[src/rtl/co2ta_pkg.sv]
// Shared widths, register indexes, reset values and arithmetic constants for
// the CO2 threshold aggressiveness block. No dependencies.
package co2ta_pkg;

  localparam int TEMP_W  = 15;
  localparam int PPM_W   = 14;
  localparam int AGGR_W  = 14;
  localparam int PADDR_W = 5;
  localparam int PDATA_W = 32;
  localparam int IDX_W   = 3;

  // register indexes (byte address = 4 * index)
  localparam logic [IDX_W-1:0] REG_SETPOINT    = 3'd0;
  localparam logic [IDX_W-1:0] REG_CONS_HIGH   = 3'd1;
  localparam logic [IDX_W-1:0] REG_CONS_MEDIUM = 3'd2;
  localparam logic [IDX_W-1:0] REG_CONS_LOW    = 3'd3;
  localparam logic [IDX_W-1:0] REG_AGGR_HIGH   = 3'd4;
  localparam logic [IDX_W-1:0] REG_AGGR_MEDIUM = 3'd5;
  localparam logic [IDX_W-1:0] REG_AGGR_LOW    = 3'd6;

  localparam logic signed [TEMP_W-1:0] RST_SETPOINT    = 15'sd2000;
  localparam logic [PPM_W-1:0]         RST_CONS_HIGH   = 14'd2500;
  localparam logic [PPM_W-1:0]         RST_CONS_MEDIUM = 14'd2000;
  localparam logic [PPM_W-1:0]         RST_CONS_LOW    = 14'd1500;
  localparam logic [PPM_W-1:0]         RST_AGGR_HIGH   = 14'd1000;
  localparam logic [PPM_W-1:0]         RST_AGGR_MEDIUM = 14'd700;
  localparam logic [PPM_W-1:0]         RST_AGGR_LOW    = 14'd400;

  // datapath widths
  localparam int DIFF_W = 16;  // temperature differences
  localparam int S_W    = 18;  // 2b +/- c
  localparam int T_W    = 31;  // 3000 * (2b +/- c)
  localparam int P_W    = 32;  // b * c
  localparam int N_W    = 36;  // unclamped numerator
  localparam int NC_W   = 25;  // clamped numerator, 0..18000000
  localparam int X_W    = 31;  // 64*n + 70312
  localparam int K_W    = 32;  // reciprocal constant
  localparam int PR_W   = X_W + K_W;
  localparam int Q_SHIFT = 49;

  localparam logic signed [T_W-1:0] SCALE_3K  = 31'sd3000;
  localparam logic signed [N_W-1:0] UNIT_N    = 36'sd9000000;
  localparam logic signed [N_W-1:0] MAX_N     = 36'sd18000000;
  localparam logic signed [N_W-1:0] ZERO_N    = 36'sd0;
  localparam logic [X_W-1:0]        X_BIAS    = 31'd70312;
  // ceil(2^49 / 140625): exact floor division for every x below 2^31
  localparam logic [K_W-1:0]        RECIP_K   = 32'd4003199669;

  typedef struct packed {
    logic signed [TEMP_W-1:0] setpoint_temp;
    logic [PPM_W-1:0]         conservative_high_ppm;
    logic [PPM_W-1:0]         conservative_medium_ppm;
    logic [PPM_W-1:0]         conservative_low_ppm;
    logic [PPM_W-1:0]         aggressive_high_ppm;
    logic [PPM_W-1:0]         aggressive_medium_ppm;
    logic [PPM_W-1:0]         aggressive_low_ppm;
  } cfg_t;

endpackage

[src/rtl/co2ta_if.sv]
// Valid/ready channel interfaces for temperature samples and threshold results.
// Depends on co2ta_pkg.
interface co2ta_sample_if import co2ta_pkg::*; ();
  logic                     valid;
  logic                     ready;
  logic signed [TEMP_W-1:0] room_cdeg;
  logic signed [TEMP_W-1:0] inlet_cdeg;

  modport source (output valid, room_cdeg, inlet_cdeg, input ready);
  modport sink   (input valid, room_cdeg, inlet_cdeg, output ready);
endinterface

interface co2ta_result_if import co2ta_pkg::*; ();
  logic              valid;
  logic              ready;
  logic [AGGR_W-1:0] aggressiveness;
  logic [PPM_W-1:0]  high_ppm;
  logic [PPM_W-1:0]  medium_ppm;
  logic [PPM_W-1:0]  low_ppm;

  modport source (output valid, aggressiveness, high_ppm, medium_ppm, low_ppm, input ready);
  modport sink   (input valid, aggressiveness, high_ppm, medium_ppm, low_ppm, output ready);
endinterface

[src/rtl/co2ta_cfg.sv]
// APB register file: setpoint and the two threshold sets.
// Depends on co2ta_pkg.
module co2ta_cfg import co2ta_pkg::*; (
  input  logic               clk,
  input  logic               rst,
  input  logic               psel,
  input  logic               penable,
  input  logic               pwrite,
  input  logic [PADDR_W-1:0] paddr,
  input  logic [PDATA_W-1:0] pwdata,
  output logic [PDATA_W-1:0] prdata,
  output logic               pready,
  output cfg_t               cfg
);

  logic [IDX_W-1:0] idx;
  logic             wr;

  assign idx    = paddr[PADDR_W-1:2];
  assign wr     = psel & penable & pwrite;
  assign pready = 1'b1;

  always_ff @(posedge clk) begin
    if (rst) begin
      cfg.setpoint_temp           <= RST_SETPOINT;
      cfg.conservative_high_ppm   <= RST_CONS_HIGH;
      cfg.conservative_medium_ppm <= RST_CONS_MEDIUM;
      cfg.conservative_low_ppm    <= RST_CONS_LOW;
      cfg.aggressive_high_ppm     <= RST_AGGR_HIGH;
      cfg.aggressive_medium_ppm   <= RST_AGGR_MEDIUM;
      cfg.aggressive_low_ppm      <= RST_AGGR_LOW;
    end else if (wr) begin
      unique case (idx)
        REG_SETPOINT:    cfg.setpoint_temp           <= pwdata[TEMP_W-1:0];
        REG_CONS_HIGH:   cfg.conservative_high_ppm   <= pwdata[PPM_W-1:0];
        REG_CONS_MEDIUM: cfg.conservative_medium_ppm <= pwdata[PPM_W-1:0];
        REG_CONS_LOW:    cfg.conservative_low_ppm    <= pwdata[PPM_W-1:0];
        REG_AGGR_HIGH:   cfg.aggressive_high_ppm     <= pwdata[PPM_W-1:0];
        REG_AGGR_MEDIUM: cfg.aggressive_medium_ppm   <= pwdata[PPM_W-1:0];
        REG_AGGR_LOW:    cfg.aggressive_low_ppm      <= pwdata[PPM_W-1:0];
        default: ;  // unmapped index: write dropped
      endcase
    end
  end

  always_comb begin
    unique case (idx)
      REG_SETPOINT:    prdata = PDATA_W'(cfg.setpoint_temp);  // sign-extended
      REG_CONS_HIGH:   prdata = PDATA_W'(cfg.conservative_high_ppm);
      REG_CONS_MEDIUM: prdata = PDATA_W'(cfg.conservative_medium_ppm);
      REG_CONS_LOW:    prdata = PDATA_W'(cfg.conservative_low_ppm);
      REG_AGGR_HIGH:   prdata = PDATA_W'(cfg.aggressive_high_ppm);
      REG_AGGR_MEDIUM: prdata = PDATA_W'(cfg.aggressive_medium_ppm);
      REG_AGGR_LOW:    prdata = PDATA_W'(cfg.aggressive_low_ppm);
      default:         prdata = '0;
    endcase
  end

endmodule

[src/rtl/co2ta_aggr.sv]
// Four-stage pipeline from a temperature sample to the 4096-per-unit
// aggressiveness. Depends on co2ta_pkg and co2ta_sample_if.
module co2ta_aggr import co2ta_pkg::*; (
  input  logic                     clk,
  input  logic                     rst,
  input  logic signed [TEMP_W-1:0] setpoint_temp,
  co2ta_sample_if.sink             sample,
  output logic                     out_valid,
  input  logic                     out_ready,
  output logic [AGGR_W-1:0]        aggressiveness
);

  // stage 1: differences against setpoint
  logic                     v1, rdy1;
  logic signed [DIFF_W-1:0] b1, c1;
  logic                     skew1;
  logic signed [DIFF_W-1:0] b_c, c_c;

  // stage 2: products
  logic                     v2, rdy2;
  logic signed [T_W-1:0]    t2;
  logic signed [P_W-1:0]    bc2;
  logic                     skew2;
  logic signed [S_W-1:0]    s_c, t_c;

  // stage 3: clamped numerator, biased for rounding
  logic                     v3, rdy3;
  logic [X_W-1:0]           x3;
  logic signed [N_W-1:0]    n_c, bc4_c;
  logic [NC_W-1:0]          nc_c;

  // stage 4: division by 140625 through the reciprocal
  logic                     v4, rdy4;
  logic [PR_W-1:0]          prod_c;

  assign rdy4 = !v4 || out_ready;
  assign rdy3 = !v3 || rdy4;
  assign rdy2 = !v2 || rdy3;
  assign rdy1 = !v1 || rdy2;
  assign sample.ready = rdy1;
  assign out_valid = v4;

  assign b_c = DIFF_W'(sample.inlet_cdeg) - DIFF_W'(setpoint_temp);
  assign c_c = DIFF_W'(sample.room_cdeg) - DIFF_W'(setpoint_temp);

  always_ff @(posedge clk) begin
    if (rst) begin
      v1 <= 1'b0;
    end else if (rdy1) begin
      v1    <= sample.valid;
      b1    <= b_c;
      c1    <= c_c;
      skew1 <= b_c[DIFF_W-1] ^ c_c[DIFF_W-1];  // inlet and room on opposite sides
    end
  end

  // no skew: -3000*(2b-c)*dir; skew: +3000*(2b+c)*dir; dir negative when c < 0
  always_comb begin
    s_c = skew1 ? ((S_W'(b1) <<< 1) + S_W'(c1)) : ((S_W'(b1) <<< 1) - S_W'(c1));
    t_c = (skew1 == c1[DIFF_W-1]) ? -s_c : s_c;
  end

  always_ff @(posedge clk) begin
    if (rst) begin
      v2 <= 1'b0;
    end else if (rdy2) begin
      v2    <= v1;
      t2    <= T_W'(t_c) * SCALE_3K;
      bc2   <= P_W'(b1) * P_W'(c1);
      skew2 <= skew1;
    end
  end

  always_comb begin
    bc4_c = N_W'(bc2) <<< 2;
    n_c   = UNIT_N + N_W'(t2) - (skew2 ? bc4_c : ZERO_N);
    if (n_c < ZERO_N) begin
      nc_c = '0;
    end else if (n_c > MAX_N) begin
      nc_c = MAX_N[NC_W-1:0];
    end else begin
      nc_c = n_c[NC_W-1:0];
    end
  end

  always_ff @(posedge clk) begin
    if (rst) begin
      v3 <= 1'b0;
    end else if (rdy3) begin
      v3 <= v2;
      x3 <= {nc_c, 6'b0} + X_BIAS;  // 64*n + 70312
    end
  end

  assign prod_c = PR_W'(x3) * PR_W'(RECIP_K);

  always_ff @(posedge clk) begin
    if (rst) begin
      v4 <= 1'b0;
    end else if (rdy4) begin
      v4             <= v3;
      aggressiveness <= prod_c[Q_SHIFT +: AGGR_W];
    end
  end

endmodule

[src/rtl/co2ta_lerp.sv]
// Output stage: interpolates the three CO2 thresholds and holds the result
// item. Depends on co2ta_pkg and co2ta_result_if.
module co2ta_lerp import co2ta_pkg::*; (
  input  logic              clk,
  input  logic              rst,
  input  cfg_t              cfg,
  input  logic              in_valid,
  output logic              in_ready,
  input  logic [AGGR_W-1:0] aggressiveness,
  co2ta_result_if.source    result
);

  localparam int L_W = 30;

  logic rdy;

  // floor((cons*8192 + (aggr - cons)*q) / 8192); numerator never negative
  function automatic logic [PPM_W-1:0] lerp(input logic [PPM_W-1:0] cons,
                                            input logic [PPM_W-1:0] aggr,
                                            input logic [AGGR_W-1:0] q);
    logic signed [L_W-1:0] cs, diff, num;
    cs   = L_W'($signed({1'b0, cons}));
    diff = L_W'($signed({1'b0, aggr})) - cs;
    num  = (cs <<< 13) + diff * L_W'($signed({1'b0, q}));
    return num[13 +: PPM_W];
  endfunction

  assign rdy          = !result.valid || result.ready;
  assign in_ready     = rdy;

  always_ff @(posedge clk) begin
    if (rst) begin
      result.valid <= 1'b0;
    end else if (rdy) begin
      result.valid          <= in_valid;
      result.aggressiveness <= aggressiveness;
      result.high_ppm       <= lerp(cfg.conservative_high_ppm,
                                    cfg.aggressive_high_ppm, aggressiveness);
      result.medium_ppm     <= lerp(cfg.conservative_medium_ppm,
                                    cfg.aggressive_medium_ppm, aggressiveness);
      result.low_ppm        <= lerp(cfg.conservative_low_ppm,
                                    cfg.aggressive_low_ppm, aggressiveness);
    end
  end

endmodule

[src/rtl/co2_threshold_aggressiveness.sv]
// CO2 threshold aggressiveness, top level.
// Depends on co2ta_pkg, co2ta_if, co2ta_cfg, co2ta_aggr and co2ta_lerp.
//
// Usage:
//  - sample channel (valid/ready) carries room_cdeg and inlet_cdeg in
//    hundredths of a degree, two's complement.
//  - result channel (valid/ready) carries aggressiveness (4096 = 1.0, 0..8192)
//    and the interpolated high, medium and low CO2 thresholds in ppm.
//  - APB port holds the setpoint and the conservative/aggressive threshold
//    sets at byte addresses 0x00..0x18; pready is tied high. Write only while
//    no item is in flight.
//  - Five register stages: stages 1..4, then the output register. One item
//    per cycle sustained while the result channel is ready; the depth is
//    set by the two multiplier stages and the reciprocal divide.
//  - A stall on the result channel holds each occupied stage; empty stages
//    keep filling, so the sample channel stays ready until the pipe is full.
//  - Synchronous reset empties the pipe and loads the default setpoint
//    (20.00 degrees) and thresholds.
module co2_threshold_aggressiveness import co2ta_pkg::*; (
  input  logic               clk,
  input  logic               rst,
  co2ta_sample_if.sink       sample,
  co2ta_result_if.source     result,
  input  logic               psel,
  input  logic               penable,
  input  logic               pwrite,
  input  logic [PADDR_W-1:0] paddr,
  input  logic [PDATA_W-1:0] pwdata,
  output logic [PDATA_W-1:0] prdata,
  output logic               pready
);

  cfg_t              cfg;
  logic              aggr_valid;
  logic              aggr_ready;
  logic [AGGR_W-1:0] aggr_value;

  // register file
  co2ta_cfg u_cfg (
    .clk     (clk),
    .rst     (rst),
    .psel    (psel),
    .penable (penable),
    .pwrite  (pwrite),
    .paddr   (paddr),
    .pwdata  (pwdata),
    .prdata  (prdata),
    .pready  (pready),
    .cfg     (cfg)
  );

  // stages 1..4: differences, products, clamp, reciprocal divide
  co2ta_aggr u_aggr (
    .clk            (clk),
    .rst            (rst),
    .setpoint_temp  (cfg.setpoint_temp),
    .sample         (sample),
    .out_valid      (aggr_valid),
    .out_ready      (aggr_ready),
    .aggressiveness (aggr_value)
  );

  // stage 5: threshold interpolation into the output register
  co2ta_lerp u_lerp (
    .clk            (clk),
    .rst            (rst),
    .cfg            (cfg),
    .in_valid       (aggr_valid),
    .in_ready       (aggr_ready),
    .aggressiveness (aggr_value),
    .result         (result)
  );

endmodule

[src/flat_wrapper.sv]
// flat-port wrapper written by rule: the top's interface ports become plain ports
module co2_threshold_aggressiveness_flat import co2ta_pkg::*;
  (clk, rst, psel, penable, pwrite, paddr, pwdata, prdata, pready, sample_valid, sample_room_cdeg, sample_inlet_cdeg, sample_ready, result_valid, result_aggressiveness, result_high_ppm, result_medium_ppm, result_low_ppm, result_ready);
  co2ta_sample_if sample_i ();
  co2ta_result_if result_i ();
  input  logic clk;
  input  logic rst;
  input  logic psel;
  input  logic penable;
  input  logic pwrite;
  input  logic [PADDR_W-1:0] paddr;
  input  logic [PDATA_W-1:0] pwdata;
  output logic [PDATA_W-1:0] prdata;
  output logic pready;
  input wire logic [$bits(sample_i.valid)-1:0] sample_valid;
  input wire logic [$bits(sample_i.room_cdeg)-1:0] sample_room_cdeg;
  input wire logic [$bits(sample_i.inlet_cdeg)-1:0] sample_inlet_cdeg;
  output wire logic [$bits(sample_i.ready)-1:0] sample_ready;
  output wire logic [$bits(result_i.valid)-1:0] result_valid;
  output wire logic [$bits(result_i.aggressiveness)-1:0] result_aggressiveness;
  output wire logic [$bits(result_i.high_ppm)-1:0] result_high_ppm;
  output wire logic [$bits(result_i.medium_ppm)-1:0] result_medium_ppm;
  output wire logic [$bits(result_i.low_ppm)-1:0] result_low_ppm;
  input wire logic [$bits(result_i.ready)-1:0] result_ready;
  assign sample_i.valid = sample_valid;
  assign sample_i.room_cdeg = sample_room_cdeg;
  assign sample_i.inlet_cdeg = sample_inlet_cdeg;
  assign sample_ready = sample_i.ready;
  assign result_valid = result_i.valid;
  assign result_aggressiveness = result_i.aggressiveness;
  assign result_high_ppm = result_i.high_ppm;
  assign result_medium_ppm = result_i.medium_ppm;
  assign result_low_ppm = result_i.low_ppm;
  assign result_i.ready = result_ready;
  co2_threshold_aggressiveness u_core (.clk(clk), .rst(rst), .sample(sample_i), .result(result_i), .psel(psel), .penable(penable), .pwrite(pwrite), .paddr(paddr), .pwdata(pwdata), .prdata(prdata), .pready(pready));
endmodule
[config.mk]
export PLATFORM = sky130hd
export DESIGN_NAME = co2_threshold_aggressiveness_flat
export DESIGN_NICKNAME = d
export VERILOG_FILES = /design/src/rtl/co2ta_pkg.sv /design/src/rtl/co2ta_if.sv /design/src/rtl/co2ta_cfg.sv /design/src/rtl/co2ta_aggr.sv /design/src/rtl/co2ta_lerp.sv /design/src/rtl/co2_threshold_aggressiveness.sv /design/src/flat_wrapper.sv
export SDC_FILE = /design/constraint.sdc
export NUM_CORES = 2
export LEC_CHECK = 0
export BUFFER_PORTS_ARGS = -buffer_cell sky130_fd_sc_hd__clkbuf_2
export CAP_MARGIN = 15
export CORE_MARGIN = 10
export CORE_UTILIZATION = 48
export DETAILED_ROUTE_END_ITERATION = 6
export SYNTH_ARGS = -nofsm -noshare
export SYNTH_HDL_FRONTEND = slang
export SYNTH_HIERARCHICAL = 1
export SYNTH_SLANG_ARGS = --single-unit
[constraint.sdc]
create_clock -name clk -period 22.2 [get_ports clk]
set_clock_uncertainty 0.1 [all_clocks]
set_input_delay 4.44 -clock clk [delete_from_list [all_inputs] [get_ports clk]]
set_output_delay 4.44 -clock clk [all_outputs]
set_load 0.05 [all_outputs]
==> impl_metrics.py <==
metrics = {
    "sta": {
        "slew_headroom_pct": 19.24,
        "hold_violations": 0,
        "post-route-period-util_pct": 51.40,
        "fmax_mhz": 87.64,
        "tightest_slew_ps": 1206,
        "setup_violations": 0,
        "rsz0062_at_grt": "false",
        "fin_setup_tns_ps": 0,
        "fin_crit_ps": 11410,
        "slew_viol_final": 0,
    },
    "drt": {
        "vias": 48600,
        "wl_per_cell_um": 19.19,
        "routed_wl_mm": 177.6,
        "drtAntennaViolNets": 0,
        "first_iter_violations": 2958,
        "viasPerCell": 5.252,
        "route.detailed.drc": 0,
        "dr.pass1.iters": 6,
    },
    "yosys": {
        "synth_xor_area_share_pct": 3.671,
        "netlist_top_cells_count": "inv_1, fa_1, ha_1",
        "syn_inst": 7271,
        "synth_top_cell_area_share_pct": 38.38,
        "seq_area_frac_synth_pct": 11.04,
        "synth_top_family_by_area": "adder cells",
        "syn_area_um2": 69740,
        "synthArstFlopShare_pct": 0,
        "yosysUniqueCellTypes": 109,
        "yosysMostFrequentCell": "inv_1",
        "avgSynthCellArea_um2": 9.591,
        "syn_nets": 9552,
        "yosysTopAreaCell": "fa_1",
        "ys_seq_elements": 291,
        "yosys.area_share.simple_pct": 12.16,
        "synth_mux_area_share_pct": 1.703,
        "synth_fa_ha_area_share_pct": 53.99,
        "synth_top_flop_cell": "edfxtp_1",
        "yosysWarnings": 6,
        "synth_edf_count": 187,
        "synth_compound_area_share_pct": 6.495,
        "synth_area_leaders": "fa_1, ha_1, inv_1",
    },
    "grt": {
        "grt_pass1_vias": 51770,
        "grt_start_max_net_pins": 73,
        "grt_first_pass_wirelength_mm": 288.0,
        "grt-ovfl-total": 0,
        "grt.total_usage_pct": 22.37,
        "antenna_found_initial": 4,
    },
    "placement": {
        "place.gp.congestion": 0.9361,
        "port_buffers": 144,
        "dp_hpwl_mm": 146.3,
    },
    "clock_tree": {
        "cts_tree": "built",
        "clk_pin_slew_ps": 60,
        "hold_buffers": 0,
        "cts.repair.resized": 0,
        "cts_buffer_depth": 3,
        "cts_buffers": 39,
        "cts-root-buf": "clkbuf_16",
        "cts_setup_buffers": 0,
        "cts_max_level": 2,
        "insertion_delay_ps": 640,
        "clock_sinks": 291,
    },
    "setup_path": {
        "startpoint_type": "input port",
        "cp_data_required_time_ps": 17660,
        "crit_fanout": 26,
        "arrival_ps": 6870,
        "r2r_slack_ps": 12530,
        "critical_path_class": "input port to primary output",
        "setup.worst_path.end_class": "primary output",
    },
    "floorplanning": {
        "initial_utilization_pct": 48.43,
        "dieArea_um2": 160900,
        "core_um2": 144000,
        "die_w_um": 401.2,
        "ios": 165,
        "die_h_um": 401.2,
        "num_rows": 139,
    },
    "cells_and_area": {
        "drive_gt1_share_pct": 5.510,
        "diodes": 0,
        "fill_cells": 13430,
        "layout.nets": 9601,
        "area.growth.synth_to_final_pct": 6.023,
    },
    "hold_path": {
        "hold_class": "flip-flop to flip-flop",
    },
    "status": {
        "outcome": "completed",
    },
    "job": {
        "max-cap-violations": 0,
    },
}
stage by stage:
step | instance area (µm²) | hold slack [ps] | utilization, % | worst slack (ps) | cells
final | 73940 | 354.9 | 51.34 | 10790 | 9253
after global placement | 72590 | 340.5 | 50.41 | 10850 | 9180
after global routing | 73940 | 381.7 | 51.34 | 10650 | 9253
after CTS | 73930 | 355.2 | 51.34 | 10800 | 9252
after floorplan | 69740 | 324.4 | - | 9318 | 7271
after detailed placement | 72590 | 344.1 | 50.41 | 10810 | 9181
cells in the final DEF, fill, tap and decap left out, types with 23 or more instances in the layout:
| cell | instances |
|---|---|
| a21oi_1 | 199 |
| and3_1 | 29 |
| a211oi_1 | 33 |
| nand3_1 | 77 |
| and2_1 | 316 |
| nand2_1 | 609 |
| ha_1 | 870 |
| o21ai_0 | 119 |
| clkbuf_2 | 143 |
| clkbuf_16 | 39 |
| fa_1 | 1337 |
| buf_4 | 97 |
| xor2_1 | 80 |
| nand2b_1 | 102 |
| nand4_1 | 23 |
| nor2b_1 | 89 |
| xnor2_1 | 190 |
| inv_1 | 1729 |
| a21o_1 | 48 |
| o21a_1 | 47 |
| mux2i_1 | 104 |
| or3_1 | 31 |
| dfxtp_1 | 104 |
| nor3_1 | 82 |
| edfxtp_1 | 187 |
| nor2_1 | 272 |
cell families after synthesis:
kind of cell,count (synthesis)
buf+inv,1978
flops,291
fa+ha+maj,2207
mux,113
compound gates,676
xor+xnor,285
other cells,1
simple gates,1720
area by class of cell:
type	instances	area (µm²)	area share, %
clock buffers	49	1064	1.438
repair buffers	240	1444	1.953
inverters	1746	6554	8.864
multi-input cells	5002	54520	73.75
clock inverters	22	271.5	0.3672
well taps	1903	2381	3.220
flip-flops and latches	291	7697	10.41
worst max-delay path, stage by stage:
cell	delay, ps
clkbuf_2	540
nand2b_1	340
buf_4	300
o221a_1	260
a221oi_1	550
clkbuf_2	420
sequential cells by signal (all words and copies together) (netlist names), 14 cells and up:
signal and cells:
u_core/u_aggr/aggressiveness 14, u_core/u_aggr/b1 16, u_core/u_aggr/bc2 32, u_core/u_aggr/c1 16
u_core/u_aggr/t2 28, u_core/u_aggr/x3 23, u_core/u_cfg/cfg 99, u_core/u_lerp/result.aggressiveness 14
u_core/u_lerp/result.high_ppm 14, u_core/u_lerp/result.low_ppm 14, u_core/u_lerp/result.medium_ppm 14
routing by layer:
metal | routed length [µm] | part of all wire [%] | GRT usage (%)
met2 | 81550 | 46 | 36.24
met1 | 82610 | 47 | 32.00
met3 | 10050 | 5.7 | 3.263
met5 | 0 | 0 | 0
met4 | 3340 | 1.9 | 4.192
path summary, 6_finish.rpt:
check | start | depth (start not counted) | end
setup / recovery | paddr[4] | 6 | prdata[9]
hold reg to reg | u_core/u_aggr/aggressiveness[12]$_DFFE_PP_ | 0 | u_core/u_lerp/result.aggressiveness[12]$_DFFE_PP_
hold / removal | u_core/u_aggr/aggressiveness[12]$_DFFE_PP_ | 0 | u_core/u_lerp/result.aggressiveness[12]$_DFFE_PP_
setup reg to reg | u_core/u_cfg/cfg[42]$_SDFFE_PP0P_ | 30 | u_core/u_lerp/result.low_ppm[13]$_DFFE_PP_
Power is not shown: default switching activity piles up to over one toggle a cycle in this logic, so the estimate is an artifact.
